$ cat config.mk
export PLATFORM = sky130hd
export DESIGN_NAME = ble_front
export DESIGN_NICKNAME = d
export VERILOG_FILES = /design/src/rtl/bounded_list_engine_assert.svh /design/src/rtl/ble_pkg.sv /design/src/rtl/ble_front.sv
export SDC_FILE = /design/constraint.sdc
export NUM_CORES = 1
export LEC_CHECK = 0
export ABC_AREA = 1
export BUFFER_PORTS_ARGS = -buffer_cell sky130_fd_sc_hd__buf_2
export CAP_MARGIN = 10
export CORE_UTILIZATION = 43
export CTS_CLUSTER_SIZE = 16
export DETAILED_ROUTE_END_ITERATION = 8
export HOLD_SLACK_MARGIN = 0.15
export PLACE_DENSITY_LB_ADDON = 0.08
export SLEW_MARGIN = 20
export SYNTH_ARGS = -nofsm -noshare
export SYNTH_HDL_FRONTEND = slang
export SYNTH_SLANG_ARGS = --single-unit
$ cat constraint.sdc
create_clock -name clk -period 4.4 [get_ports clk]
set_input_delay 0.44 -clock clk [delete_from_list [all_inputs] [get_ports clk]]
set_output_delay 0.44 -clock clk [all_outputs]
set_load 0.05 [all_outputs]
$ cat src/rtl/bounded_list_engine_assert.svh
// Assertion macros for the list engine.
`ifndef BOUNDED_LIST_ENGINE_ASSERT_SVH
`define BOUNDED_LIST_ENGINE_ASSERT_SVH

// Same-cycle implication, sampled on clk, quiet during reset.
`define BLE_ASSERT_NOW(lbl, ante, cons) \
    lbl: assert property (@(posedge clk) disable iff (!rst_n) (ante) |-> (cons)) \
        else $error("list engine check failed");

// Next-cycle implication, sampled on clk, quiet during reset.
`define BLE_ASSERT_NEXT(lbl, ante, cons) \
    lbl: assert property (@(posedge clk) disable iff (!rst_n) (ante) |=> (cons)) \
        else $error("list engine check failed");

`endif

$ cat src/rtl/ble_pkg.sv
package ble_pkg;

    localparam int CAPACITY    = 256;
    localparam int ADDR_W      = $clog2(CAPACITY);
    localparam int CNT_W       = $clog2(CAPACITY + 1);
    localparam int DATA_W      = 32;
    localparam int POS_W       = 8;
    localparam int OPCODE_W    = 2;
    localparam int QUEUE_DEPTH = 2;
    localparam int QPTR_W      = $clog2(QUEUE_DEPTH);
    localparam int QCNT_W      = $clog2(QUEUE_DEPTH + 1);

    localparam logic [OPCODE_W-1:0] OP_INSERT = 2'd0;
    localparam logic [OPCODE_W-1:0] OP_DELETE = 2'd1;
    localparam logic [OPCODE_W-1:0] OP_SWAP   = 2'd2;
    localparam logic [OPCODE_W-1:0] OP_FIND   = 2'd3;

    typedef struct packed {
        logic [OPCODE_W-1:0] opcode;
        logic                same_pos;
        logic [DATA_W-1:0]   value;
        logic [POS_W-1:0]    p1;
        logic [POS_W-1:0]    p2;
    } cmd_t;

    typedef struct packed {
        logic valid;
        logic full;
    } q_stat_t;

endpackage

$ cat src/rtl/ble_front.sv
module ble_front (
    input  logic                           clk,
    input  logic                           rst_n,
    input  logic                           start,
    input  logic [ble_pkg::OPCODE_W-1:0]   opcode,
    input  logic signed [ble_pkg::DATA_W-1:0] value,
    input  logic [ble_pkg::POS_W-1:0]      first_position,
    input  logic [ble_pkg::POS_W-1:0]      second_position,
    input  ble_pkg::q_stat_t               q_stat,
    output logic                           busy,
    output logic                           push,
    output ble_pkg::cmd_t                  push_cmd
);

    logic          hold_reg;
    logic          hold_next;
    ble_pkg::cmd_t cmd_reg;
    ble_pkg::cmd_t cmd_next;
    logic          take;

    assign busy     = hold_reg;
    assign take     = start && !hold_reg;
    assign push     = hold_reg && !q_stat.full;
    assign push_cmd = cmd_reg;

    always_comb
    begin
        hold_next = hold_reg;
        cmd_next  = cmd_reg;
        if (push)
        begin
            hold_next = 1'b0;
        end
        if (take)
        begin
            hold_next         = 1'b1;
            cmd_next.opcode   = opcode;
            cmd_next.same_pos = (first_position == second_position);
            cmd_next.value    = value;
            cmd_next.p1       = first_position;
            cmd_next.p2       = second_position;
        end
    end

    always_ff @(posedge clk or negedge rst_n)
    begin
        if (!rst_n)
        begin
            hold_reg <= 1'b0;
        end
        else
        begin
            hold_reg <= hold_next;
        end
    end

    always_ff @(posedge clk)
    begin
        cmd_reg <= cmd_next;
    end

endmodule

==> impl_metrics.py <==
metrics = {
    "timing": {
        "fmax_ghz": 0.625,
        "period_needed_ns": 1.60,
        "finalHoldViolCount": 0,
        "tightestPinTransition_ns": 0.616,
        "finalSetupViolCount": 0,
        "skew_ns": 0.00294,
        "holdWs_ns": 0.310,
        "maxSlewViolCount": 0,
        "grt_setup_unrepaired": "false",
        "slew_headroom": 0.589,
        "tns_ns": 0,
        "finalCritPeriodShare": 0.364,
    },
    "cells_and_area": {
        "final_common_cell": "buf_2",
        "syn_to_final_growth_pct": 40.0,
        "final_cell_mix": "buf_2 (106), edfxtp_1 (51), nand2_1 (22)",
        "fin_cells": 266,
        "diodes": 0,
        "layout-drive-gt1-share": 0.528,
        "fillCellCount": 308,
        "finalNetCount": 272,
    },
    "worst_setup_path": {
        "startpoint_type": "flop",
        "crit_type": "reg -> out",
        "cp-end-kind": "primary output",
        "r2r_setup_slack_ns": 2.99,
        "path_max_fanout": 3,
        "cp.arrival_ns": 1.16,
        "required_ns": 3.96,
    },
    "placement": {
        "gp_congestion": 0.678,
        "hpwl_mm": 2.45,
        "port_buffers": 106,
        "dp_cells": 257,
    },
    "yosys": {
        "synth_warnings": 0,
        "synth_top_area_share": 0.877,
        "synth_xor_area_frac": 0,
        "yosysUniqueCellTypes": 6,
        "synth-seq-cells": 52,
        "syn_inst": 102,
        "synth_fa_ha_area_frac": 0,
        "synth_compound_area_frac": 0.00287,
        "synthesis.nets": 157,
        "ys_top_cells_by_area": "edfxtp_1 (88%), nand2_1 (4.7%), inv_1 (3.4%), nor2_1 (2.4%), dfrtp_1 (1.4%)",
        "yosys.area.top_type": "edfxtp_1",
        "postSynthAreaPerCell_sq_um": 17.1,
        "synthesis.area_sq_um": 1750,
        "synth_top_family_by_area": "simple AND/OR/NAND/NOR gates",
        "yosysSeqAreaShare": 0.892,
        "synth.mux.area_fraction": 0,
        "synth-simple-area-share": 0.0710,
    },
    "route": {
        "viasPerCell": 4.35,
        "dr.pass1.iters": 4,
        "drt_wl_total_mm": 3.28,
        "wl_met1_mm": 1.17,
        "met3WireLength_um": 337,
        "avgRoutedWirePerCell_um": 12.3,
        "vias": 1157,
        "first_iter_violations": 103,
        "wl_met2_mm": 1.73,
        "highest_layer": "met4",
        "ant_nets": 0,
        "drc": 0,
    },
    "grt": {
        "grt_pass1_wl_mm": 4.72,
        "antenna_found_initial": 0,
        "grt_pass1_vias": 1102,
        "gr-usage-all-layers": 0.158,
        "grt_overflow": 0,
        "grt_max_degree": 52,
    },
    "die": {
        "io_pins": 108,
        "dieArea_sq_um": 4320,
        "die_w_um": 65.7,
        "rows": 22,
        "die_y_um": 65.7,
        "coreArea_sq_um": 3770,
        "start_util": 0.463,
    },
    "run_status": {
        "status": "complete, no violations",
    },
    "cts": {
        "tritoncts": "built",
        "clock-sinks": 52,
        "cts_setup_buffers": 0,
        "cts-htree-levels": 2,
        "clkTransAtPathRegs_ns": 0.09,
        "clock_path_buffers": 2,
        "cts-root-buf": "clkbuf_8",
        "clk_latency_ns": 0.29,
        "cts_inserted_buffers": 5,
    },
    "power": {
        "leakagePower_nw": 1.13,
        "vdd.ir_drop.worst_mv": 0.238,
        "cellPowerDensity_nw_per_um2": 427,
    },
    "hold_path": {
        "hp-class": "in -> reg",
    },
    "job": {
        "max_cap_viol_count": 0,
    },
}
==> final timing paths <==
check / depth (start not counted) / end / start
max: 3 / push / busy
min: 1 / push_cmd[23] / value[7]
max reg2reg: 2 / push_cmd[14] / busy
min reg2reg: 2 / busy / busy
max in group asynchronous: 2 / busy / rst_n
min in group asynchronous: 2 / busy / rst_n
==> per-layer routing <==
layer / vias up / track usage
met2: 59 / 0.278
met4: 0 / 0.0571
met1: 519 / 0.162
met3: 5 / 0.0712
met5: - / 0
li1: 574 / -
==> where the power goes <==
group          internal, W  switching [W]
logic            0.0000444       0.000154
registers         0.000584     0.00000799
clock network     0.000108       0.000145
==> synth_stat cells <==
cell	instances
inv_1	16
a21oi_1	1
edfxtp_1	51
dfrtp_1	1
nor2_1	11
nand2_1	22
==> state kept, by name, summed over array words and instances, names as in the netlist <==
register  cells
busy          1
push_cmd     51
==> critical path: stages, from the launching register on <==
cell and delay, ns:
dfrtp_1 0.41, inv_1 0.07, nor2_1 0.11, buf_2 0.28
==> layout make-up <==
class,instances,area (sq um),area share
clock buffer,5,68.8,0.0282
sequential,52,1560,0.637
timing repair buffer,108,548,0.224
tap,48,60.1,0.0246
inverter,16,60.1,0.0246
clock inverter,3,13.8,0.00563
multi-input combinational,34,136,0.0558
==> cells by family (layout without fill, tap and decap cells) <==
family                 count (synthesis)  after routing
flip-flops                            52             52
AND/OR/NAND/NOR                       33             33
buffers and inverters                 16            132
AO/OA/AOI/OAI                          1              1
==> stage by stage <==
step	util	setup WS [ns]	total power, W	instance area [sq um]
final	0.648	2.80	0.00104	2440
after global routing	0.648	2.71	0.00108	2440
after CTS	0.648	2.79	0.00105	2440
after detailed placement	0.623	2.84	0.000804	2350
after global placement	0.623	2.87	0.000799	2350
after floorplan	-	1.15	0.000744	1750
==> what timing repair did <==
action	CTS	global route
endpoints found under the hold margin	1	0
hold buffers	1	0
resized for setup	0	0
Power figures use the tool's default switching activity.
