$ cat config.mk
export PLATFORM = sky130hd
export DESIGN_NAME = ble_queue
export DESIGN_NICKNAME = d
export VERILOG_FILES = /design/src/rtl/bounded_list_engine_assert.svh /design/src/rtl/ble_pkg.sv /design/src/rtl/ble_queue.sv
export SDC_FILE = /design/constraint.sdc
export NUM_CORES = 1
export LEC_CHECK = 0
export ABC_AREA = 1
export BUFFER_PORTS_ARGS = -buffer_cell sky130_fd_sc_hd__buf_2
export CAP_MARGIN = 10
export CORE_MARGIN = 10
export CORE_UTILIZATION = 52
export DETAILED_ROUTE_END_ITERATION = 6
export GPL_TIMING_DRIVEN = 0
export PLACE_DENSITY = 0.79
export SLEW_MARGIN = 25
export SYNTH_ARGS = -nofsm -noshare
export SYNTH_HDL_FRONTEND = slang
export SYNTH_SLANG_ARGS = --single-unit
$ cat constraint.sdc
create_clock -name clk -period 3.74 [get_ports clk]
set_input_delay 0.935 -clock clk [delete_from_list [all_inputs] [get_ports clk]]
set_output_delay 0.935 -clock clk [all_outputs]
set_load 0.01 [all_outputs]
$ cat src/rtl/bounded_list_engine_assert.svh
// Assertion macros for the list engine.
`ifndef BOUNDED_LIST_ENGINE_ASSERT_SVH
`define BOUNDED_LIST_ENGINE_ASSERT_SVH

// Same-cycle implication, sampled on clk, quiet during reset.
`define BLE_ASSERT_NOW(lbl, ante, cons) \
    lbl: assert property (@(posedge clk) disable iff (!rst_n) (ante) |-> (cons)) \
        else $error("list engine check failed");

// Next-cycle implication, sampled on clk, quiet during reset.
`define BLE_ASSERT_NEXT(lbl, ante, cons) \
    lbl: assert property (@(posedge clk) disable iff (!rst_n) (ante) |=> (cons)) \
        else $error("list engine check failed");

`endif

$ cat src/rtl/ble_pkg.sv
package ble_pkg;

    localparam int CAPACITY    = 256;
    localparam int ADDR_W      = $clog2(CAPACITY);
    localparam int CNT_W       = $clog2(CAPACITY + 1);
    localparam int DATA_W      = 32;
    localparam int POS_W       = 8;
    localparam int OPCODE_W    = 2;
    localparam int QUEUE_DEPTH = 2;
    localparam int QPTR_W      = $clog2(QUEUE_DEPTH);
    localparam int QCNT_W      = $clog2(QUEUE_DEPTH + 1);

    localparam logic [OPCODE_W-1:0] OP_INSERT = 2'd0;
    localparam logic [OPCODE_W-1:0] OP_DELETE = 2'd1;
    localparam logic [OPCODE_W-1:0] OP_SWAP   = 2'd2;
    localparam logic [OPCODE_W-1:0] OP_FIND   = 2'd3;

    typedef struct packed {
        logic [OPCODE_W-1:0] opcode;
        logic                same_pos;
        logic [DATA_W-1:0]   value;
        logic [POS_W-1:0]    p1;
        logic [POS_W-1:0]    p2;
    } cmd_t;

    typedef struct packed {
        logic valid;
        logic full;
    } q_stat_t;

endpackage

$ cat src/rtl/ble_queue.sv
module ble_queue (
    input  logic              clk,
    input  logic              rst_n,
    input  logic              push,
    input  ble_pkg::cmd_t     push_cmd,
    input  logic              pop,
    output ble_pkg::cmd_t     head,
    output ble_pkg::q_stat_t  q_stat
);

    ble_pkg::cmd_t                 slot_reg [ble_pkg::QUEUE_DEPTH];
    logic [ble_pkg::QPTR_W-1:0]    wptr_reg;
    logic [ble_pkg::QPTR_W-1:0]    wptr_next;
    logic [ble_pkg::QPTR_W-1:0]    rptr_reg;
    logic [ble_pkg::QPTR_W-1:0]    rptr_next;
    logic [ble_pkg::QCNT_W-1:0]    fill_reg;
    logic [ble_pkg::QCNT_W-1:0]    fill_next;

    assign head         = slot_reg[rptr_reg];
    assign q_stat.valid = (fill_reg != '0);
    assign q_stat.full  = (fill_reg == ble_pkg::QCNT_W'(ble_pkg::QUEUE_DEPTH));

    always_comb
    begin
        wptr_next = wptr_reg;
        rptr_next = rptr_reg;
        fill_next = fill_reg;
        if (push)
        begin
            wptr_next = (wptr_reg == ble_pkg::QPTR_W'(ble_pkg::QUEUE_DEPTH - 1))
                        ? '0 : wptr_reg + 1'b1;
        end
        if (pop)
        begin
            rptr_next = (rptr_reg == ble_pkg::QPTR_W'(ble_pkg::QUEUE_DEPTH - 1))
                        ? '0 : rptr_reg + 1'b1;
        end
        if (push && !pop)
        begin
            fill_next = fill_reg + 1'b1;
        end
        else if (pop && !push)
        begin
            fill_next = fill_reg - 1'b1;
        end
    end

    always_ff @(posedge clk or negedge rst_n)
    begin
        if (!rst_n)
        begin
            wptr_reg <= '0;
            rptr_reg <= '0;
            fill_reg <= '0;
        end
        else
        begin
            wptr_reg <= wptr_next;
            rptr_reg <= rptr_next;
            fill_reg <= fill_next;
        end
    end

    always_ff @(posedge clk)
    begin
        if (push)
        begin
            slot_reg[wptr_reg] <= push_cmd;
        end
    end

endmodule

==> results of run 1 <==
## where the power goes
| group | internal, W | switching, W |
|---|---|---|
| Combinational | 0.000739 | 0.000632 |
| Sequential | 0.00158 | 0.0000679 |
| Clock | 0.000442 | 0.000357 |
## stage by stage
step / area, µm² / std cells / hold slack, ns
2_1_floorplan: 4140 / 184 / 0.442
5_1_grt: 5110 / 411 / 0.360
3_5_place_dp: 4880 / 396 / 0.465
3_3_place_gp: 4800 / 393 / 0.462
6_report: 5110 / 411 / 0.372
4_1_cts: 5110 / 411 / 0.353
## per-layer routing
metal	wire [µm]	vias up	global-route usage	share of wire
met2	3820	75	0.210	0.52
met3	570	8	0.0372	0.077
met4	74	0	0.0530	0.010
met5	0	-	0	0
met1	2890	957	0.140	0.39
li1	-	944	-	-
## cell families (layout without fill, tap and decap cells)
group | after synthesis | count (layout) | synth area share
simple gates | 10 | 10 | 0.00998
fa+ha+maj | 1 | 1 | 0.00302
xor+xnor | 3 | 3 | 0.00635
mux | 51 | 51 | 0.183
buf+inv | 13 | 138 | 0.0333
flops | 106 | 106 | 0.764
## path summary, 6_finish.rpt
| path | start | endpoint | slack (ns) | cells past startpoint |
|---|---|---|---|---|
| max | rptr_reg | head[47] | 1.31 | 4 |
| min | rst_n | rptr_reg | 0.37 | 1 |
| max reg2reg | wptr_reg | slot_reg[0][4] | 2.27 | 3 |
| min reg2reg | fill_reg[1] | fill_reg[1] | 0.50 | 2 |
| max in group asynchronous | rst_n | wptr_reg | 3.25 | 1 |
| min in group clk | fill_reg[1] | fill_reg[1] | 0.50 | 2 |
## worst register-to-register path: cells and delay by family, from the launching register on
kind	cells	cell delay, ns
buffers and inverters	2	0.38
DFF	1	0.44
and+or+nand+nor	1	0.37
## final cells by class
type	instances	area, µm²
well taps	102	128
fillers	535	2620
clock buffers	10	128
flip-flops and latches	106	3160
repair buffers	110	606
inverters	7	28.8
multi-input cells	65	846
plain buffers	6	111
clock inverters	5	103
## synth_stat cells
| cell type | number |
|---|---|
| sky130_fd_sc_hd__nor2_1 | 2 |
| sky130_fd_sc_hd__buf_12 | 5 |
| sky130_fd_sc_hd__dfrtp_1 | 4 |
| sky130_fd_sc_hd__xor2_1 | 2 |
| sky130_fd_sc_hd__edfxtp_1 | 102 |
| sky130_fd_sc_hd__mux2_2 | 2 |
| sky130_fd_sc_hd__inv_1 | 7 |
| sky130_fd_sc_hd__xnor2_1 | 1 |
| sky130_fd_sc_hd__ha_1 | 1 |
| sky130_fd_sc_hd__nand3_1 | 1 |
| sky130_fd_sc_hd__buf_6 | 1 |
| sky130_fd_sc_hd__mux2_4 | 49 |
| sky130_fd_sc_hd__nand4_1 | 1 |
| sky130_fd_sc_hd__nand2_1 | 6 |
## layout by cell type (no fill, tap or decap), types with 2 or more instances in the layout
master and n:
sky130_fd_sc_hd__buf_2 107, sky130_fd_sc_hd__edfxtp_1 102, sky130_fd_sc_hd__mux2_4 49, sky130_fd_sc_hd__clkbuf_8 9
sky130_fd_sc_hd__inv_1 6, sky130_fd_sc_hd__nand2_1 6, sky130_fd_sc_hd__buf_12 5, sky130_fd_sc_hd__dfrtp_1 4
sky130_fd_sc_hd__bufinv_16 3, sky130_fd_sc_hd__mux2_2 2, sky130_fd_sc_hd__xor2_1 2, sky130_fd_sc_hd__buf_16 2
==> impl_metrics.prom, run 1 <==
# TYPE chip_impl_metric gauge
chip_impl_metric{name="cts_made_buffers",unit=""} 9
chip_impl_metric{name="drt_wl_total",unit="mm"} 7.36
chip_impl_metric{name="synth-seq-cells",unit=""} 106
chip_impl_metric{name="route.detailed.wl_per_inst",unit="µm"} 17.9
chip_impl_metric{name="quantity_of_gates_resized_following_cts",unit=""} 0
chip_impl_metric{name="detailed_place_hpwl",unit="mm"} 5.26
chip_impl_metric{name="yosys.cell_types.count",unit=""} 14
chip_impl_metric{name="routabilityCongestion",unit=""} 0.659
chip_impl_metric{name="nets",unit=""} 361
chip_impl_metric{name="drv_cap",unit=""} 0
chip_impl_metric{name="drtAntennaViolNets",unit=""} 0
chip_impl_metric{name="cellPowerDensity",unit="mW/mm²"} 746
chip_impl_info{name="outcome",value="completed"} 1
chip_impl_metric{name="globalRouteOverflowTotal",unit=""} 0
chip_impl_info{name="min-delay-path-class",value="input pin to async pin"} 1
chip_impl_metric{name="fin_crit_sh",unit=""} 0.650
chip_impl_metric{name="leakage_power_summed_over_all_cells",unit="nW"} 2.11
chip_impl_metric{name="syn-mean-instance-area",unit="µm²"} 22.5
chip_impl_metric{name="die_h",unit="µm"} 109
chip_impl_info{name="cell_family_with_most_cp_delay",value="buffers and inverters"} 1
chip_impl_metric{name="largest_register_ffs",unit=""} 102
chip_impl_metric{name="worst_ir_drop_vdd",unit="µV"} 413
chip_impl_metric{name="synth_sequential_area_ratio",unit=""} 0.764
chip_impl_metric{name="die-width",unit="µm"} 109
chip_impl_metric{name="critPathMaxFanout",unit=""} 10
chip_impl_metric{name="cts_setup_buffers",unit=""} 0
chip_impl_metric{name="achievable-frequency",unit="GHz"} 0.411
chip_impl_metric{name="finalSetupViolations",unit=""} 0
chip_impl_metric{name="std_cell_rows",unit=""} 32
chip_impl_metric{name="slew_headroom",unit=""} 0.562
chip_impl_metric{name="starting_drt_drc_count",unit=""} 62
chip_impl_metric{name="layout_setup_ws",unit="ns"} 1.31
chip_impl_metric{name="worst_slew_pin_slew",unit="ns"} 0.658
chip_impl_info{name="startpoint_type",value="flip-flop"} 1
chip_impl_info{name="setup.worst_path.end_class",value="primary output"} 1
chip_impl_metric{name="critical-path-max-stage-delay",unit="ns"} 0.35
chip_impl_metric{name="initial_utilization",unit=""} 0.536
chip_impl_metric{name="clock-sinks",unit=""} 106
chip_impl_info{name="synth_largest_area_cell",value="sky130_fd_sc_hd__edfxtp_1"} 1
chip_impl_metric{name="detailedRoute.firstPassIterationCount",unit=""} 4
chip_impl_metric{name="clk_transition_reported_paths",unit="ns"} 0.09
chip_impl_metric{name="yosys.area.top_type_share",unit=""} 0.740
chip_impl_metric{name="global_route_wire_length_before_repair",unit="mm"} 11.2
chip_impl_metric{name="core_area",unit="mm²"} 0.00773
chip_impl_info{name="cts_tree",value="done"} 1
chip_impl_metric{name="final-max-slew-violation-count",unit=""} 0
chip_impl_metric{name="share_of_layout_cells_above_drive_strength_1",unit=""} 0.589
chip_impl_metric{name="place_ws",unit="ns"} 1.55
chip_impl_metric{name="postCtsHoldBufs",unit=""} 0
chip_impl_metric{name="io_pins",unit=""} 108
chip_impl_metric{name="critical_path.n_buffers_inverters",unit=""} 3
chip_impl_metric{name="total_nets_after_synthesis",unit=""} 240
chip_impl_metric{name="netlist_instances",unit=""} 184
chip_impl_metric{name="area_growth",unit="%"} 23.5
chip_impl_metric{name="layout_min_cycle_time",unit="ns"} 2.43
chip_impl_metric{name="mean_number_of_vias_per_cell",unit=""} 4.83
chip_impl_metric{name="vias_in_the_first_global_route",unit=""} 2180
chip_impl_metric{name="dieArea",unit="mm²"} 0.0119
chip_impl_info{name="root_buffer",value="sky130_fd_sc_hd__clkbuf_8"} 1
chip_impl_metric{name="post_route_clock_skew",unit="ns"} 0.00656
chip_impl_info{name="critPathKind",value="flip-flop to primary output"} 1
chip_impl_metric{name="globalRouteTotalUtil",unit=""} 0.123
chip_impl_metric{name="antennaDiodeCount",unit=""} 0
chip_impl_info{name="timing.critical_path.cells",value="buf_6 > buf_12 > mux2_4 > buf_2"} 1
chip_impl_metric{name="max_root_sink_buffers",unit=""} 2
chip_impl_info{name="top_cells_by_area_synth",value="sky130_fd_sc_hd__edfxtp_1, sky130_fd_sc_hd__mux2_4, sky130_fd_sc_hd__buf_12"} 1
chip_impl_metric{name="grt_antenna_before_repair",unit=""} 0
chip_impl_metric{name="htree_num_levels",unit=""} 3
chip_impl_metric{name="synth_area",unit="mm²"} 0.00414
chip_impl_metric{name="arrival",unit="ns"} 1.50
chip_impl_info{name="grt_setup_unrepaired",value="no"} 1
chip_impl_metric{name="port-buffer-count",unit=""} 107
chip_impl_metric{name="totalNegativeSetupSlack",unit="ns"} 0
chip_impl_info{name="slowest_stage",value="sky130_fd_sc_hd__dfrtp_1"} 1
chip_impl_metric{name="pin_count_of_the_biggest_net_entering_global_routing",unit=""} 52
chip_impl_metric{name="clock_insertion_delay_worst_skew",unit="ns"} 0.35
chip_impl_metric{name="cp.required",unit="ns"} 2.80
chip_impl_metric{name="final_core_utilization",unit=""} 0.662
chip_impl_metric{name="hold_viol",unit=""} 0
chip_impl_metric{name="synthesis.yosys.warnings",unit=""} 0
chip_impl_metric{name="drc",unit=""} 0
chip_impl_metric{name="power.total",unit="W"} 0.00381
chip_impl_metric{name="routed-via-count",unit=""} 1984
(Power assumes the default switching activity.)
==> inputs of run 2 (changes only) <==
==> constraint.sdc (replaced) <==
create_clock -name clk -period 2.55 [get_ports clk]
set_input_delay 0.6375 -clock clk [delete_from_list [all_inputs] [get_ports clk]]
set_output_delay 0.6375 -clock clk [all_outputs]
set_load 0.01 [all_outputs]
==> run 2 against run 1 <==
Effect of this change: cell area decreased by 0.86%; die area did not move; critical path type unchanged; worst hold slack worse by 0.30 ns.
==> impl_metrics.prom, run 2 (synthesis results as in run 1) <==
# TYPE chip_impl_metric gauge
chip_impl_info{name="outcome",value="completed"} 1
chip_impl_info{name="reg2reg_end",value="slot_reg[0][14]"} 1
chip_impl_metric{name="grt_antenna_before_repair",unit=""} 0
chip_impl_metric{name="antennaDiodeCount",unit=""} 0
chip_impl_metric{name="postCtsHoldBufs",unit=""} 0
chip_impl_metric{name="starting_drt_drc_count",unit=""} 42
chip_impl_metric{name="mean_number_of_vias_per_cell",unit=""} 4.87
chip_impl_metric{name="die-width",unit="µm"} 109
chip_impl_metric{name="slew_headroom",unit=""} 0.551
chip_impl_metric{name="final_cell_count_no_fill",unit=""} 411
chip_impl_info{name="grt_setup_unrepaired",value="no"} 1
chip_impl_metric{name="die_h",unit="µm"} 109
chip_impl_metric{name="routabilityCongestion",unit=""} 0.688
chip_impl_metric{name="drt_wl_total",unit="mm"} 7.34
chip_impl_metric{name="htree_num_levels",unit=""} 3
chip_impl_info{name="slowest_stage",value="sky130_fd_sc_hd__dfrtp_1"} 1
chip_impl_metric{name="leakage_power_summed_over_all_cells",unit="nW"} 2.09
chip_impl_metric{name="dp_cells",unit=""} 395
chip_impl_info{name="layout.cells.most_common",value="sky130_fd_sc_hd__buf_2"} 1
chip_impl_metric{name="std_cell_rows",unit=""} 32
chip_impl_info{name="setup.worst_path.end_class",value="primary output"} 1
chip_impl_metric{name="achievable-frequency",unit="GHz"} 0.467
chip_impl_metric{name="globalRouteOverflowTotal",unit=""} 0
chip_impl_info{name="most-common-layout-cells",value="sky130_fd_sc_hd__buf_2, sky130_fd_sc_hd__edfxtp_1, sky130_fd_sc_hd__mux2_4"} 1
chip_impl_metric{name="area_growth",unit="%"} 22.5
chip_impl_metric{name="cellPowerDensity",unit="mW/mm²"} 1070
chip_impl_metric{name="io_pins",unit=""} 108
chip_impl_info{name="worstReg2RegStart",value="wptr_reg"} 1
chip_impl_metric{name="drtAntennaViolNets",unit=""} 0
chip_impl_metric{name="cp.required",unit="ns"} 1.91
chip_impl_metric{name="clock_insertion_delay_worst_skew",unit="ns"} 0.35
chip_impl_metric{name="intPower",unit="W"} 0.00384
chip_impl_metric{name="routed-via-count",unit=""} 2000
chip_impl_metric{name="drv_cap",unit=""} 0
chip_impl_metric{name="critPathMaxFanout",unit=""} 10
chip_impl_metric{name="final-max-slew-violation-count",unit=""} 0
chip_impl_metric{name="largest_register_ffs",unit=""} 102
chip_impl_metric{name="post_route_clock_skew",unit="ns"} 0.00648
chip_impl_metric{name="clk_transition_reported_paths",unit="ns"} 0.09
chip_impl_metric{name="route.detailed.wl_per_inst",unit="µm"} 17.9
chip_impl_metric{name="vias_in_the_first_global_route",unit=""} 2171
chip_impl_metric{name="dieArea",unit="mm²"} 0.0119
chip_impl_metric{name="worst_slew_pin_slew",unit="ns"} 0.674
chip_impl_metric{name="finalSetupViolations",unit=""} 0
chip_impl_metric{name="ff2ff_path_depth",unit=""} 3
chip_impl_metric{name="comb_power_share",unit=""} 0.368
chip_impl_metric{name="cts_made_buffers",unit=""} 9
chip_impl_metric{name="layout_min_cycle_time",unit="ns"} 2.14
chip_impl_metric{name="timing.hold.ws",unit="ns"} 0.0745
chip_impl_info{name="root_buffer",value="sky130_fd_sc_hd__clkbuf_8"} 1
chip_impl_info{name="critPathKind",value="flip-flop to primary output"} 1
chip_impl_metric{name="detailed_place_hpwl",unit="mm"} 5.35
chip_impl_info{name="min-delay-path-class",value="input pin to async pin"} 1
chip_impl_info{name="worstSetupStartpoint",value="rptr_reg"} 1
chip_impl_metric{name="detailedRoute.firstPassIterationCount",unit=""} 4
chip_impl_info{name="cts_tree",value="done"} 1
chip_impl_metric{name="final_core_utilization",unit=""} 0.656
chip_impl_metric{name="fin_crit_sh",unit=""} 0.839
chip_impl_info{name="cp-endpoint",value="head[45]"} 1
chip_impl_metric{name="cts_setup_buffers",unit=""} 0
chip_impl_metric{name="drc",unit=""} 0
chip_impl_metric{name="p_sw_frac",unit=""} 0.290
chip_impl_metric{name="sequentialPowerShare",unit=""} 0.445
chip_impl_metric{name="core_area",unit="mm²"} 0.00773
chip_impl_metric{name="hold_viol",unit=""} 0
chip_impl_metric{name="power.net_switching",unit="W"} 0.00157
chip_impl_metric{name="global_route_wire_length_before_repair",unit="mm"} 11.1
chip_impl_info{name="timing.critical_path.cells",value="buf_6 > buf_12 > mux2_4 > buf_2"} 1
chip_impl_metric{name="initial_utilization",unit=""} 0.536
chip_impl_metric{name="p_clk_frac",unit=""} 0.186
chip_impl_info{name="startpoint_type",value="flip-flop"} 1
chip_impl_metric{name="port-buffer-count",unit=""} 107
chip_impl_metric{name="globalRouteTotalUtil",unit=""} 0.123
chip_impl_metric{name="arrival",unit="ns"} 1.50
chip_impl_metric{name="regToRegSetupSlack",unit="ns"} 0.90
chip_impl_metric{name="nets",unit=""} 360
chip_impl_metric{name="worst_ir_drop_vdd",unit="µV"} 543
chip_impl_metric{name="clock-sinks",unit=""} 106
chip_impl_metric{name="critical-path-max-stage-delay",unit="ns"} 0.36
chip_impl_metric{name="final.fill_count",unit=""} 536
chip_impl_metric{name="max_root_sink_buffers",unit=""} 2
chip_impl_metric{name="quantity_of_gates_resized_following_cts",unit=""} 0
chip_impl_metric{name="share_of_layout_cells_above_drive_strength_1",unit=""} 0.595
chip_impl_metric{name="pin_count_of_the_biggest_net_entering_global_routing",unit=""} 52
-- run 2: cell types whose count changed in the layout (fill, tap and decap cells not counted), sizes merged --
cell	before	now
buf	116	115
bufinv	3	1
clkbuf	10	9
clkinv	1	4
clkinvlp	0	1
-- run 2: worst min-delay path by stage --
stage                     start     endpoint  slack (ns)
after floorplan           rst_n  fill_reg[0]        0.34
final                     rst_n     wptr_reg        0.07
after global routing      rst_n     wptr_reg        0.06
after detailed placement  rst_n  fill_reg[1]        0.44
after CTS                 rst_n     wptr_reg        0.06
after global placement    rst_n  fill_reg[0]        0.44
-- run 2: layout make-up --
type                    instances  area [µm²]  area share
flip-flops and latches        106        3160       0.624
well taps                     102         128      0.0252
plain buffers                   6         111      0.0220
repair buffers                109         591       0.117
inverters                       7        28.8     0.00568
multi-input cells              65         846       0.167
clock buffers                   9         124      0.0244
clock inverters                 7        77.6      0.0153
-- run 2: power groups by stage --
stage                     Sequential (W)  Clock (W)  Combinational (W)
after floorplan                  0.00243          0            0.00139
after global placement           0.00245          0            0.00195
after detailed placement         0.00245          0            0.00204
after CTS                        0.00242    0.00104            0.00205
after global routing             0.00244    0.00111            0.00214
final                            0.00241    0.00101            0.00199
-- run 2: stage by stage --
step	total power, W	setup slack, ns	instance area [µm²]	setup TNS, ns
final	0.00541	0.410	5070	0
after global routing	0.00569	0.345	5070	0
after CTS	0.00551	0.367	5070	0
after detailed placement	0.00450	0.479	4870	0
after global placement	0.00440	-0.697	4800	-46.28
after floorplan	0.00383	0.149	4140	0
-- run 2: per-layer routing --
layer  GRT usage  vias to the layer above  wire (µm)
met4      0.0502                        0         63
met3      0.0490                        9        780
met2       0.221                       70       3910
met5           0                        -          0
met1       0.124                      971       2580
li1            -                      950          -
-- run 2: critical path: cells and delay by family, from the launching register on --
family,cells,cell delay [ns]
buf+inv,3,0.49
flops,1,0.36
mux,1,0.30
