<file path="src/rtl/bounded_list_engine_assert.svh">
// Assertion macros for the list engine.
`ifndef BOUNDED_LIST_ENGINE_ASSERT_SVH
`define BOUNDED_LIST_ENGINE_ASSERT_SVH

// Same-cycle implication, sampled on clk, quiet during reset.
`define BLE_ASSERT_NOW(lbl, ante, cons) \
    lbl: assert property (@(posedge clk) disable iff (!rst_n) (ante) |-> (cons)) \
        else $error("list engine check failed");

// Next-cycle implication, sampled on clk, quiet during reset.
`define BLE_ASSERT_NEXT(lbl, ante, cons) \
    lbl: assert property (@(posedge clk) disable iff (!rst_n) (ante) |=> (cons)) \
        else $error("list engine check failed");

`endif

</file>
<file path="src/rtl/ble_pkg.sv">
package ble_pkg;

    localparam int CAPACITY    = 256;
    localparam int ADDR_W      = $clog2(CAPACITY);
    localparam int CNT_W       = $clog2(CAPACITY + 1);
    localparam int DATA_W      = 32;
    localparam int POS_W       = 8;
    localparam int OPCODE_W    = 2;
    localparam int QUEUE_DEPTH = 2;
    localparam int QPTR_W      = $clog2(QUEUE_DEPTH);
    localparam int QCNT_W      = $clog2(QUEUE_DEPTH + 1);

    localparam logic [OPCODE_W-1:0] OP_INSERT = 2'd0;
    localparam logic [OPCODE_W-1:0] OP_DELETE = 2'd1;
    localparam logic [OPCODE_W-1:0] OP_SWAP   = 2'd2;
    localparam logic [OPCODE_W-1:0] OP_FIND   = 2'd3;

    typedef struct packed {
        logic [OPCODE_W-1:0] opcode;
        logic                same_pos;
        logic [DATA_W-1:0]   value;
        logic [POS_W-1:0]    p1;
        logic [POS_W-1:0]    p2;
    } cmd_t;

    typedef struct packed {
        logic valid;
        logic full;
    } q_stat_t;

endpackage

</file>
<file path="src/rtl/ble_back.sv">
module ble_back (
    input  logic                          clk,
    input  logic                          rst_n,
    input  ble_pkg::q_stat_t              q_stat,
    input  ble_pkg::cmd_t                 head,
    output logic                          pop,
    output logic                          ram_we,
    output logic [ble_pkg::ADDR_W-1:0]    ram_waddr,
    output logic [ble_pkg::DATA_W-1:0]    ram_wdata,
    output logic [ble_pkg::ADDR_W-1:0]    ram_raddr,
    input  logic [ble_pkg::DATA_W-1:0]    ram_rdata,
    output logic                          done,
    output logic                          success,
    output logic [ble_pkg::CNT_W-1:0]     entry_count
);

    localparam logic [2:0] S_IDLE  = 3'd0;
    localparam logic [2:0] S_SW_B  = 3'd1;
    localparam logic [2:0] S_SW_W1 = 3'd2;
    localparam logic [2:0] S_SW_W2 = 3'd3;
    localparam logic [2:0] S_SCAN  = 3'd4;
    localparam logic [2:0] S_SHIFT = 3'd5;

    logic [2:0]                  state_reg, state_next;
    logic [ble_pkg::CNT_W-1:0]   count_reg, count_next;
    ble_pkg::cmd_t               cmd_reg, cmd_next;
    logic [ble_pkg::DATA_W-1:0]  tmp_reg, tmp_next;
    logic [ble_pkg::ADDR_W-1:0]  scan_reg, scan_next;
    logic [ble_pkg::ADDR_W-1:0]  chk_reg, chk_next;
    logic                        pend_reg, pend_next;
    logic                        more_reg, more_next;
    logic [ble_pkg::CNT_W-1:0]   src_reg, src_next;
    logic [ble_pkg::ADDR_W-1:0]  wr_reg, wr_next;
    logic                        wpend_reg, wpend_next;
    logic                        res_valid_reg, res_valid_next;
    logic                        res_ok_reg, res_ok_next;
    logic [ble_pkg::CNT_W-1:0]   res_cnt_reg, res_cnt_next;

    logic [ble_pkg::CNT_W-1:0]   h_p1, h_p2, c_p1, c_p2;
    logic [ble_pkg::ADDR_W-1:0]  h_phys1, c_phys1, c_phys2;
    logic [ble_pkg::CNT_W-1:0]   src_dec;

    assign h_p1    = ble_pkg::CNT_W'(head.p1);
    assign h_p2    = ble_pkg::CNT_W'(head.p2);
    assign c_p1    = ble_pkg::CNT_W'(cmd_reg.p1);
    assign c_p2    = ble_pkg::CNT_W'(cmd_reg.p2);
    assign h_phys1 = ble_pkg::ADDR_W'(count_reg - 1'b1 - h_p1);
    assign c_phys1 = ble_pkg::ADDR_W'(count_reg - 1'b1 - c_p1);
    assign c_phys2 = ble_pkg::ADDR_W'(count_reg - 1'b1 - c_p2);
    assign src_dec = src_reg - 1'b1;

    assign done        = res_valid_reg;
    assign success     = res_ok_reg;
    assign entry_count = res_cnt_reg;

    always_comb
    begin
        state_next     = state_reg;
        count_next     = count_reg;
        cmd_next       = cmd_reg;
        tmp_next       = tmp_reg;
        scan_next      = scan_reg;
        chk_next       = chk_reg;
        pend_next      = pend_reg;
        more_next      = more_reg;
        src_next       = src_reg;
        wr_next        = wr_reg;
        wpend_next     = wpend_reg;
        res_valid_next = 1'b0;
        res_ok_next    = res_ok_reg;
        res_cnt_next   = res_cnt_reg;
        pop            = 1'b0;
        ram_we         = 1'b0;
        ram_waddr      = '0;
        ram_wdata      = '0;
        ram_raddr      = '0;

        unique case (state_reg)
            S_IDLE:
            begin
                if (q_stat.valid)
                begin
                    pop      = 1'b1;
                    cmd_next = head;
                    unique case (head.opcode)
                        ble_pkg::OP_INSERT:
                        begin
                            res_valid_next = 1'b1;
                            if (count_reg < ble_pkg::CNT_W'(ble_pkg::CAPACITY))
                            begin
                                ram_we       = 1'b1;
                                ram_waddr    = ble_pkg::ADDR_W'(count_reg);
                                ram_wdata    = head.value;
                                count_next   = count_reg + 1'b1;
                                res_ok_next  = 1'b1;
                                res_cnt_next = count_reg + 1'b1;
                            end
                            else
                            begin
                                res_ok_next  = 1'b0;
                                res_cnt_next = count_reg;
                            end
                        end
                        ble_pkg::OP_DELETE:
                        begin
                            res_valid_next = 1'b1;
                            if (count_reg != '0)
                            begin
                                count_next   = count_reg - 1'b1;
                                res_ok_next  = 1'b1;
                                res_cnt_next = count_reg - 1'b1;
                            end
                            else
                            begin
                                res_ok_next  = 1'b0;
                                res_cnt_next = count_reg;
                            end
                        end
                        ble_pkg::OP_SWAP:
                        begin
                            if (h_p1 < count_reg && h_p2 < count_reg && !head.same_pos)
                            begin
                                ram_raddr  = h_phys1;
                                state_next = S_SW_B;
                            end
                            else
                            begin
                                res_valid_next = 1'b1;
                                res_ok_next    = h_p1 < count_reg && head.same_pos;
                                res_cnt_next   = count_reg;
                            end
                        end
                        ble_pkg::OP_FIND:
                        begin
                            if (count_reg != '0)
                            begin
                                scan_next  = ble_pkg::ADDR_W'(count_reg - 1'b1);
                                more_next  = 1'b1;
                                pend_next  = 1'b0;
                                state_next = S_SCAN;
                            end
                            else
                            begin
                                res_valid_next = 1'b1;
                                res_ok_next    = 1'b0;
                                res_cnt_next   = count_reg;
                            end
                        end
                        default:
                        begin
                        end
                    endcase
                end
            end
            S_SW_B:
            begin
                ram_raddr  = c_phys2;
                tmp_next   = ram_rdata;
                state_next = S_SW_W1;
            end
            S_SW_W1:
            begin
                ram_we     = 1'b1;
                ram_waddr  = c_phys1;
                ram_wdata  = ram_rdata;
                state_next = S_SW_W2;
            end
            S_SW_W2:
            begin
                ram_we         = 1'b1;
                ram_waddr      = c_phys2;
                ram_wdata      = tmp_reg;
                res_valid_next = 1'b1;
                res_ok_next    = 1'b1;
                res_cnt_next   = count_reg;
                state_next     = S_IDLE;
            end
            S_SCAN:
            begin
                // reads run one ahead of the compare
                priority if (pend_reg && ram_rdata == cmd_reg.value)
                begin
                    src_next   = ble_pkg::CNT_W'(chk_reg) + 1'b1;
                    wpend_next = 1'b0;
                    state_next = S_SHIFT;
                end
                else if (more_reg)
                begin
                    ram_raddr = scan_reg;
                    chk_next  = scan_reg;
                    pend_next = 1'b1;
                    if (scan_reg == '0)
                    begin
                        more_next = 1'b0;
                    end
                    else
                    begin
                        scan_next = scan_reg - 1'b1;
                    end
                end
                else
                begin
                    res_valid_next = 1'b1;
                    res_ok_next    = 1'b0;
                    res_cnt_next   = count_reg;
                    state_next     = S_IDLE;
                end
            end
            S_SHIFT:
            begin
                // close the gap: entry k takes entry k+1
                if (wpend_reg)
                begin
                    ram_we    = 1'b1;
                    ram_waddr = wr_reg;
                    ram_wdata = ram_rdata;
                end
                if (src_reg < count_reg)
                begin
                    ram_raddr  = ble_pkg::ADDR_W'(src_reg);
                    wr_next    = ble_pkg::ADDR_W'(src_dec);
                    wpend_next = 1'b1;
                    src_next   = src_reg + 1'b1;
                end
                else
                begin
                    wpend_next = 1'b0;
                    if (!wpend_reg)
                    begin
                        count_next     = count_reg - 1'b1;
                        res_valid_next = 1'b1;
                        res_ok_next    = 1'b1;
                        res_cnt_next   = count_reg - 1'b1;
                        state_next     = S_IDLE;
                    end
                end
            end
            default:
            begin
                state_next = S_IDLE;
            end
        endcase
    end

    always_ff @(posedge clk or negedge rst_n)
    begin
        if (!rst_n)
        begin
            state_reg     <= S_IDLE;
            count_reg     <= '0;
            res_valid_reg <= 1'b0;
            pend_reg      <= 1'b0;
            more_reg      <= 1'b0;
            wpend_reg     <= 1'b0;
        end
        else
        begin
            state_reg     <= state_next;
            count_reg     <= count_next;
            res_valid_reg <= res_valid_next;
            pend_reg      <= pend_next;
            more_reg      <= more_next;
            wpend_reg     <= wpend_next;
        end
    end

    always_ff @(posedge clk)
    begin
        cmd_reg     <= cmd_next;
        tmp_reg     <= tmp_next;
        scan_reg    <= scan_next;
        chk_reg     <= chk_next;
        src_reg     <= src_next;
        wr_reg      <= wr_next;
        res_ok_reg  <= res_ok_next;
        res_cnt_reg <= res_cnt_next;
    end

endmodule

</file>
<file path="config.mk">
export PLATFORM = sky130hd
export DESIGN_NAME = ble_back
export DESIGN_NICKNAME = d
export VERILOG_FILES = /design/src/rtl/bounded_list_engine_assert.svh /design/src/rtl/ble_pkg.sv /design/src/rtl/ble_back.sv
export SDC_FILE = /design/constraint.sdc
export NUM_CORES = 1
export LEC_CHECK = 0
export ABC_AREA = 1
export BUFFER_PORTS_ARGS = -buffer_cell sky130_fd_sc_hd__buf_2
export CAP_MARGIN = 20
export CORE_AREA = 2 2 163 165
export DETAILED_ROUTE_END_ITERATION = 6
export DIE_AREA = 0 0 165 167
export PLACE_DENSITY = 0.57
export RECOVER_POWER = 50
export SLEW_MARGIN = 0
export SYNTH_ARGS = -nofsm -noshare
export SYNTH_HDL_FRONTEND = slang
export SYNTH_SLANG_ARGS = --single-unit
</file>
<file path="constraint.sdc">
create_clock -name clk -period 4.4 [get_ports clk]
set_input_delay 0.88 -clock clk [delete_from_list [all_inputs] [get_ports clk]]
set_output_delay 0.88 -clock clk [all_outputs]
set_load 0.01 [all_outputs]
</file>
==> results of run 1 <==
## cell usage after synthesis (6+ instances only)
library cell,instances,share of area [%]
nor2_4,6,0.74
xnor2_1,11,1.1
dfrtp_1,16,4.4
buf_2,11,0.60
o211ai_1,29,2.4
xor2_1,30,2.9
a22oi_1,25,2.0
nor2_1,64,2.6
nand2_2,7,0.48
o21ai_0,56,3.1
or2_2,7,0.48
inv_1,145,5.9
inv_2,16,0.66
o21ai_2,11,1.1
nand3_1,57,3.1
ha_1,51,7.0
nand4_1,16,1.1
edfxtp_1,123,40
a21oi_1,29,1.6
nand2_1,307,13
## worst register-to-register path, delay by kind of cell, from the launching register on
family	cells	cell delay (ns)
buffers and inverters	4	1.55
AO/OA/AOI/OAI	2	0.57
AND/OR/NAND/NOR	3	0.54
flip-flops	1	0.44
## kinds of logic (layout without fill, tap and decap cells)
logic type	after synthesis	in the layout	share of synthesized area, %
xor+xnor	41	41	3.92
simple gates	493	493	23.8
mux	1	1	0.109
flops	139	139	44.7
fa+ha+maj	54	54	7.62
compound gates	170	170	11.8
buf+inv	183	360	8.10
## routing by layer
layer / share of wire [%] / routed length [um] / up-vias
met5: 0 / 0 / -
met4: 1.0 / 298 / 0
met3: 6.7 / 1910 / 26
met2: 47 / 13300 / 251
met1: 45 / 12900 / 3781
li1: - / - / 3958
## layout make-up
cell class | count | area (um^2) | share of cell area, %
clock buffers | 17 | 425 | 3.92
repair buffers | 165 | 785 | 7.23
well taps | 335 | 419 | 3.86
multi-input cells | 759 | 4340 | 40.0
flip-flops and latches | 139 | 4100 | 37.8
clock inverters | 15 | 166 | 1.53
inverters | 163 | 619 | 5.71
## power breakdown
part	switching (mW)	leakage, nW	internal (mW)
sequential	0.255	1.34	1.96
combinational	2.98	3.19	1.54
clock	0.694	0.285	0.765
## how the worst max path moves through the flow
stage	endpoint	depth (start not counted)	startpoint	slack (ns)
5_1_grt	ram_raddr[7]	15	count_reg[1]$_DFFE_PN0P_	-0.06
3_3_place_gp	ram_wdata[12]	10	head[50]	0.57
2_1_floorplan	ram_raddr[4]	6	state_reg[1]$_DFFE_PN0P_	0.70
6_report	ram_raddr[7]	17	count_reg[0]$_DFFE_PN0P_	0.16
4_1_cts	ram_raddr[6]	14	count_reg[2]$_DFFE_PN0P_	0.06
3_5_place_dp	ram_raddr[6]	14	count_reg[2]$_DFFE_PN0P_	0.56
## metrics by stage
| step | hold WS [ns] | util, % | TNS [ns] | instance area [um^2] |
|---|---|---|---|---|
| 2_1_floorplan | 0.426 | - | 0 | 9160 |
| 3_3_place_gp | 0.447 | 40.2 | 0 | 10400 |
| 3_5_place_dp | 0.446 | 40.2 | 0 | 10400 |
| 4_1_cts | 0.388 | 42.5 | 0 | 11000 |
| 5_1_grt | 0.492 | 42.1 | -0.0662 | 10800 |
| 6_report | 0.466 | 42.1 | 0 | 10800 |
==> flow_summary_export.csv, run 1 <==
group,metric,value,unit
logic_synthesis,yosys.cell_types.count,50,
worst_setup_path,slowest_delay,0.40,ns
worst_setup_path,crit_slowest_cell,"dfrtp_1",
clock_network,clkSinkCount,139,
clock_network,clkLatencyLatePin,0.44,ns
power_and_ir_drop,total_power,8.19,mW
logic_synthesis,synthCells,1081,
logic_synthesis,synth_edf_count,123,
floorplan,dieArea,0.0276,mm^2
cells_and_area,mostFrequentLayoutCell,"nand2_1",
timing,relSlewSlack,-2.84,%
logic_synthesis,yosysSeqAreaShare,44.7,%
global_routing,grt_max_degree,51,
timing,setup_viol,0,
global_routing,grt_first_pass_wirelength,43000,um
timing,period_needed,4.24,ns
placement,port-buffer-count,146,
cells_and_area,nNetsFinal,1386,
global_routing,busiest_layer,"met2",
logic_synthesis,ys_ff_latch,139,
global_routing,antenna_found_initial,0,
timing,finalClockSkew,0.0173,ns
clock_network,numCtsBuffers,17,
timing,finalWorstSetupSlack,0.164,ns
cells_and_area,layout-drive-gt1-share,14.6,%
timing,tightestPinTransition,1.54,ns
logic_synthesis,avgSynthCellArea,8.47,um^2
worst_setup_path,crit_type,"reg2out",
clock_network,clk_pin_slew,0.08,ns
worst_setup_path,cp.required,3.52,ns
floorplan,core,0.0258,mm^2
drt,drt-initial-drc-count,637,
status,violations,"capacitance limit, slew limit",
drt,drtPass1Iterations,5,
logic_synthesis,synthFlopType,"edfxtp_1",
drt,postRouteWirelength,28500,um
worst_setup_path,cp-start-kind,"register",
placement,detailed_place_hpwl,21600,um
global_routing,met3_usage,4.31,%
logic_synthesis,syn_nets,1222,
clock_network,cts_resized,0,
clock_network,holdBufCountCts,0,
clock_network,clk_path_buf_depth,2,
worst_setup_path,reg2reg_to,"entry_count[5]$_DFFE_PP_",
drt,wl_per_cell,17.9,um
floorplan,die_w,165,um
timing,fmax,236,MHz
drt,drc_errors,0,
worst_setup_path,end_kind,"output pin",
worst_setup_path,r2r-start,"state_reg[0]$_DFFE_PN0P_",
floorplan,row_count,59,
cells_and_area,final_cells,1593,
floorplan,initial_core_util,35.5,%
clock_network,cts-root-buf,"clkbuf_16",
timing,hold_viol_final,0,
global_routing,grt_overflow,0,
job,maxCapViolations,1,
placement,dp_cells,1561,
logic_synthesis,synthArstFlopShare,11.5,%
logic_synthesis,synth_area,0.00916,mm^2
hold_path,hold_class,"reg2reg",
global_routing,met2_usage,33.6,%
drt,ant_nets,0,
cells_and_area,fillers,2658,
placement,dp_slack,0.557,ns
status,status,"finished with violations",
clock_network,htree_levels,4,
logic_synthesis,yosys_warnings,0,
timing,period_share,96.3,%
worst_setup_path,rrSetupSlack,1.01,ns
clock_network,post_cts_buffers,0,
worst_setup_path,path_buf_inv,3,
timing,drv_slew,51,
timing,rsz0062_at_grt,"yes",
hold_path,min_to,"chk_reg[7]$_DFFE_PP_",
hold_path,hold_start,"scan_reg[7]$_DFFE_PP_",
clock_network,cts_tree,"built",
global_routing,grtUsageMet1,28.8,%
worst_setup_path,cp_top_family,"simple AND/OR/NAND/NOR gates",
worst_setup_path,crit_top_cell,"nand2_1",
cells_and_area,final_cell_mix,"nand2_1 (307), inv_1 (146), edfxtp_1 (123)",
power_and_ir_drop,irDropWorstVdd,0.000297,V
hold_path,hold_depth,0,
power_and_ir_drop,power_density,755,mW/mm^2
placement,gp_congestion,0.906,
power_and_ir_drop,p_leak,4.82,nW
worst_setup_path,crit_chain,"inv_2, ha_1, nand2_1, nor2_2, nand3_2, xor2_1, buf_4, ha_1, nand2_1, nor2_1, nand2_1, o211ai_1, nand3b_1, nand2_1, o21a_1, nand2_1, buf_2",
global_routing,grt.total_usage,20.9,%
global_routing,grt_pass1_vias,7609,
drt,via_per_inst,5.03,
floorplan,ios,148,
cells_and_area,area_delta_synth_final,18.4,%
drt,vias,8016,
worst_setup_path,worstPathArrival,3.36,ns
worst_setup_path,reg2reg_depth,9,
worst_setup_path,worst-path-max-fanout,7,
cells_and_area,diodes,0,
floorplan,die_y,167,um
No activity file was read; power rests on OpenSTA's default activity.
==> run 2: changes to the inputs <==
Settings changed: PLACE_DENSITY 0.57 to 0.53.
==> run 2 against run 1 <==
The run now ends clean. Sequential share of layout area shrank 0.14 points. First-iteration DRC count shrank 20%. Register-to-register slack gained 0.43 ns. Wire length grew 0.71%. Sequential cell count is the same. Clock-buffer cell count is the same. Clock skew shrank 0.0036 ns. Sequential power is essentially flat.
==> flow_summary_export.csv, run 2 (same netlist as run 1, synthesis figures left out) <==
group,metric,value,unit
floorplan,initial_core_util,35.5,%
cells_and_area,final_util,42.2,%
drt,wl_per_cell,18.0,um
hold_path,hold_start,"scan_reg[7]$_DFFE_PP_",
worst_setup_path,worst-path-max-fanout,9,
worst_setup_path,reg2reg_to,"src_reg[8]$_DFFE_PP_",
placement,port-buffer-count,146,
clock_network,clkSinkCount,139,
worst_setup_path,path_buf_inv,3,
placement,gp_congestion,0.892,
power_and_ir_drop,p_leak,4.84,nW
global_routing,grt_max_degree,44,
drt,drtPass1Iterations,5,
drt,postRouteWirelength,28700,um
timing,drv_slew,0,
drt,drc_errors,0,
power_and_ir_drop,total_power,8.32,mW
worst_setup_path,crit_type,"reg2out",
cells_and_area,mostFrequentLayoutCell,"nand2_1",
worst_setup_path,reg2reg_depth,9,
power_and_ir_drop,p_seq_share,26.5,%
worst_setup_path,worstPathArrival,3.38,ns
global_routing,antenna_found_initial,0,
timing,fmax,235,MHz
worst_setup_path,crit_slowest_cell,"dfrtp_1",
cells_and_area,final_cell_mix,"nand2_1 (308), inv_1 (148), edfxtp_1 (123)",
cells_and_area,diodes,0,
worst_setup_path,crit_chain,"inv_2, nand2_1, nor2_2, nand3_2, xor2_1, buf_4, ha_1, nand2_1, nor2_1, nand2_1, o211ai_1, nand3b_1, nand2_1, o21a_1, nand2_1, buf_2",
power_and_ir_drop,comb_power_share,55.0,%
worst_setup_path,crit_top_cell,"nand2_1",
floorplan,ios,148,
hold_path,hold_depth,0,
clock_network,clk_path_buf_depth,2,
worst_setup_path,end_kind,"output pin",
cells_and_area,fillers,2596,
cells_and_area,layout-drive-gt1-share,14.0,%
floorplan,die_y,167,um
cells_and_area,final_cells,1595,
clock_network,cts-root-buf,"clkbuf_16",
timing,rsz0062_at_grt,"yes",
drt,via_per_inst,5.07,
timing,setup_viol,0,
timing,tightestPinTransition,1.44,ns
worst_setup_path,endpoint,"ram_raddr[7]",
timing,relSlewSlack,4.06,%
worst_setup_path,cp_top_family,"simple AND/OR/NAND/NOR gates",
placement,detailed_place_hpwl,22000,um
clock_network,clk_pin_slew,0.07,ns
global_routing,grt_overflow,0,
clock_network,cts_tree,"built",
floorplan,row_count,59,
worst_setup_path,slowest_delay,0.49,ns
timing,period_share,96.7,%
clock_network,numCtsBuffers,17,
status,status,"complete, no violations",
worst_setup_path,worstSetupStartpoint,"count_reg[2]$_DFFE_PN0P_",
hold_path,hold_class,"reg2reg",
power_and_ir_drop,irDropWorstVdd,0.000269,V
timing,period_needed,4.26,ns
worst_setup_path,cp-start-kind,"register",
power_and_ir_drop,power_density,764,mW/mm^2
floorplan,dieArea,0.0276,mm^2
clock_network,clkLatencyLatePin,0.43,ns
worst_setup_path,cp.depth,16,
floorplan,die_w,165,um
clock_network,holdBufCountCts,0,
drt,ant_nets,0,
global_routing,grt_pass1_vias,7741,
cells_and_area,nNetsFinal,1388,
power_and_ir_drop,power.switching,3.94,mW
clock_network,htree_levels,4,
power_and_ir_drop,p_int,4.38,mW
worst_setup_path,r2r-start,"state_reg[2]$_DFFE_PN0P_",
power_and_ir_drop,sw_frac_of_total,47.3,%
placement,dp_cells,1563,
drt,vias,8086,
timing,hold_viol_final,0,
job,maxCapViolations,0,
worst_setup_path,rrSetupSlack,1.44,ns
clock_network,post_cts_buffers,0,
global_routing,grt.total_usage,21.0,%
cells_and_area,area_delta_synth_final,18.8,%
worst_setup_path,cp.required,3.52,ns
power_and_ir_drop,clkPwrFrac,18.6,%
drt,drt-initial-drc-count,510,
global_routing,grt_first_pass_wirelength,43300,um
floorplan,core,0.0258,mm^2
timing,finalClockSkew,0.0137,ns
-- run 2: worst register-to-register path, delay by kind of cell, from the launching register on --
family                   cells  cell delay [ns]
AND/OR/NAND/NOR              5             0.57
flip-flops                   1             0.48
XOR/XNOR                     1             0.18
AO/OA/AOI/OAI                1             0.17
adder cells (fa/ha/maj)      1             0.24
buffers and inverters        1             1.06
-- run 2: worst min path at each step --
stage	endpoint
after CTS	done$_DFF_PN0_
after global routing	chk_reg[7]$_DFFE_PP_
after detailed placement	chk_reg[7]$_DFFE_PP_
final	chk_reg[7]$_DFFE_PP_
after global placement	chk_reg[7]$_DFFE_PP_
after floorplan	chk_reg[7]$_DFFE_PP_
-- run 2: per-layer routing --
| metal | vias to the layer above | share of wire, % | global-route usage [%] |
|---|---|---|---|
| met5 | - | 0 | 0 |
| met1 | 3801 | 46 | 28.9 |
| met3 | 37 | 7.5 | 5.16 |
| li1 | 3967 | - | - |
| met4 | 0 | 1.9 | 5.78 |
| met2 | 281 | 45 | 32.8 |
-- run 2: power groups by stage --
stage	sequential [mW]	combinational, mW	clock [mW]
CTS	2.20	4.60	1.57
finish	2.20	4.57	1.54
global route	2.24	5.06	1.62
detailed placement	2.23	4.57	0
global placement	2.22	4.57	0
floorplan	2.18	2.93	0
-- run 2: stage by stage --
stage               worst slack (ns)  TNS [ns]  hold slack [ns]  instance area (um^2)
floorplan                      0.705         0            0.426                  9160
global placement               0.574         0            0.438                 10400
finish                         0.144         0            0.451                 10900
detailed placement             0.599         0            0.439                 10400
CTS                            0.129         0            0.404                 11000
global route                 -0.0511   -0.0672            0.463                 10900
-- run 2: final cells by class --
| type | count | area, um^2 | share of cell area, % |
|---|---|---|---|
| repair buffers | 167 | 796 | 7.31 |
| clock buffers | 17 | 425 | 3.91 |
| inverters | 163 | 617 | 5.67 |
| flip-flops and latches | 139 | 4090 | 37.6 |
| multi-input cells | 759 | 4330 | 39.8 |
| well taps | 335 | 419 | 3.85 |
| clock inverters | 15 | 205 | 1.89 |
-- run 2: what timing repair did --
item	CTS	global route
endpoints found under the setup margin	0	5
hold endpoints to repair	0	0
resized for setup	0	2
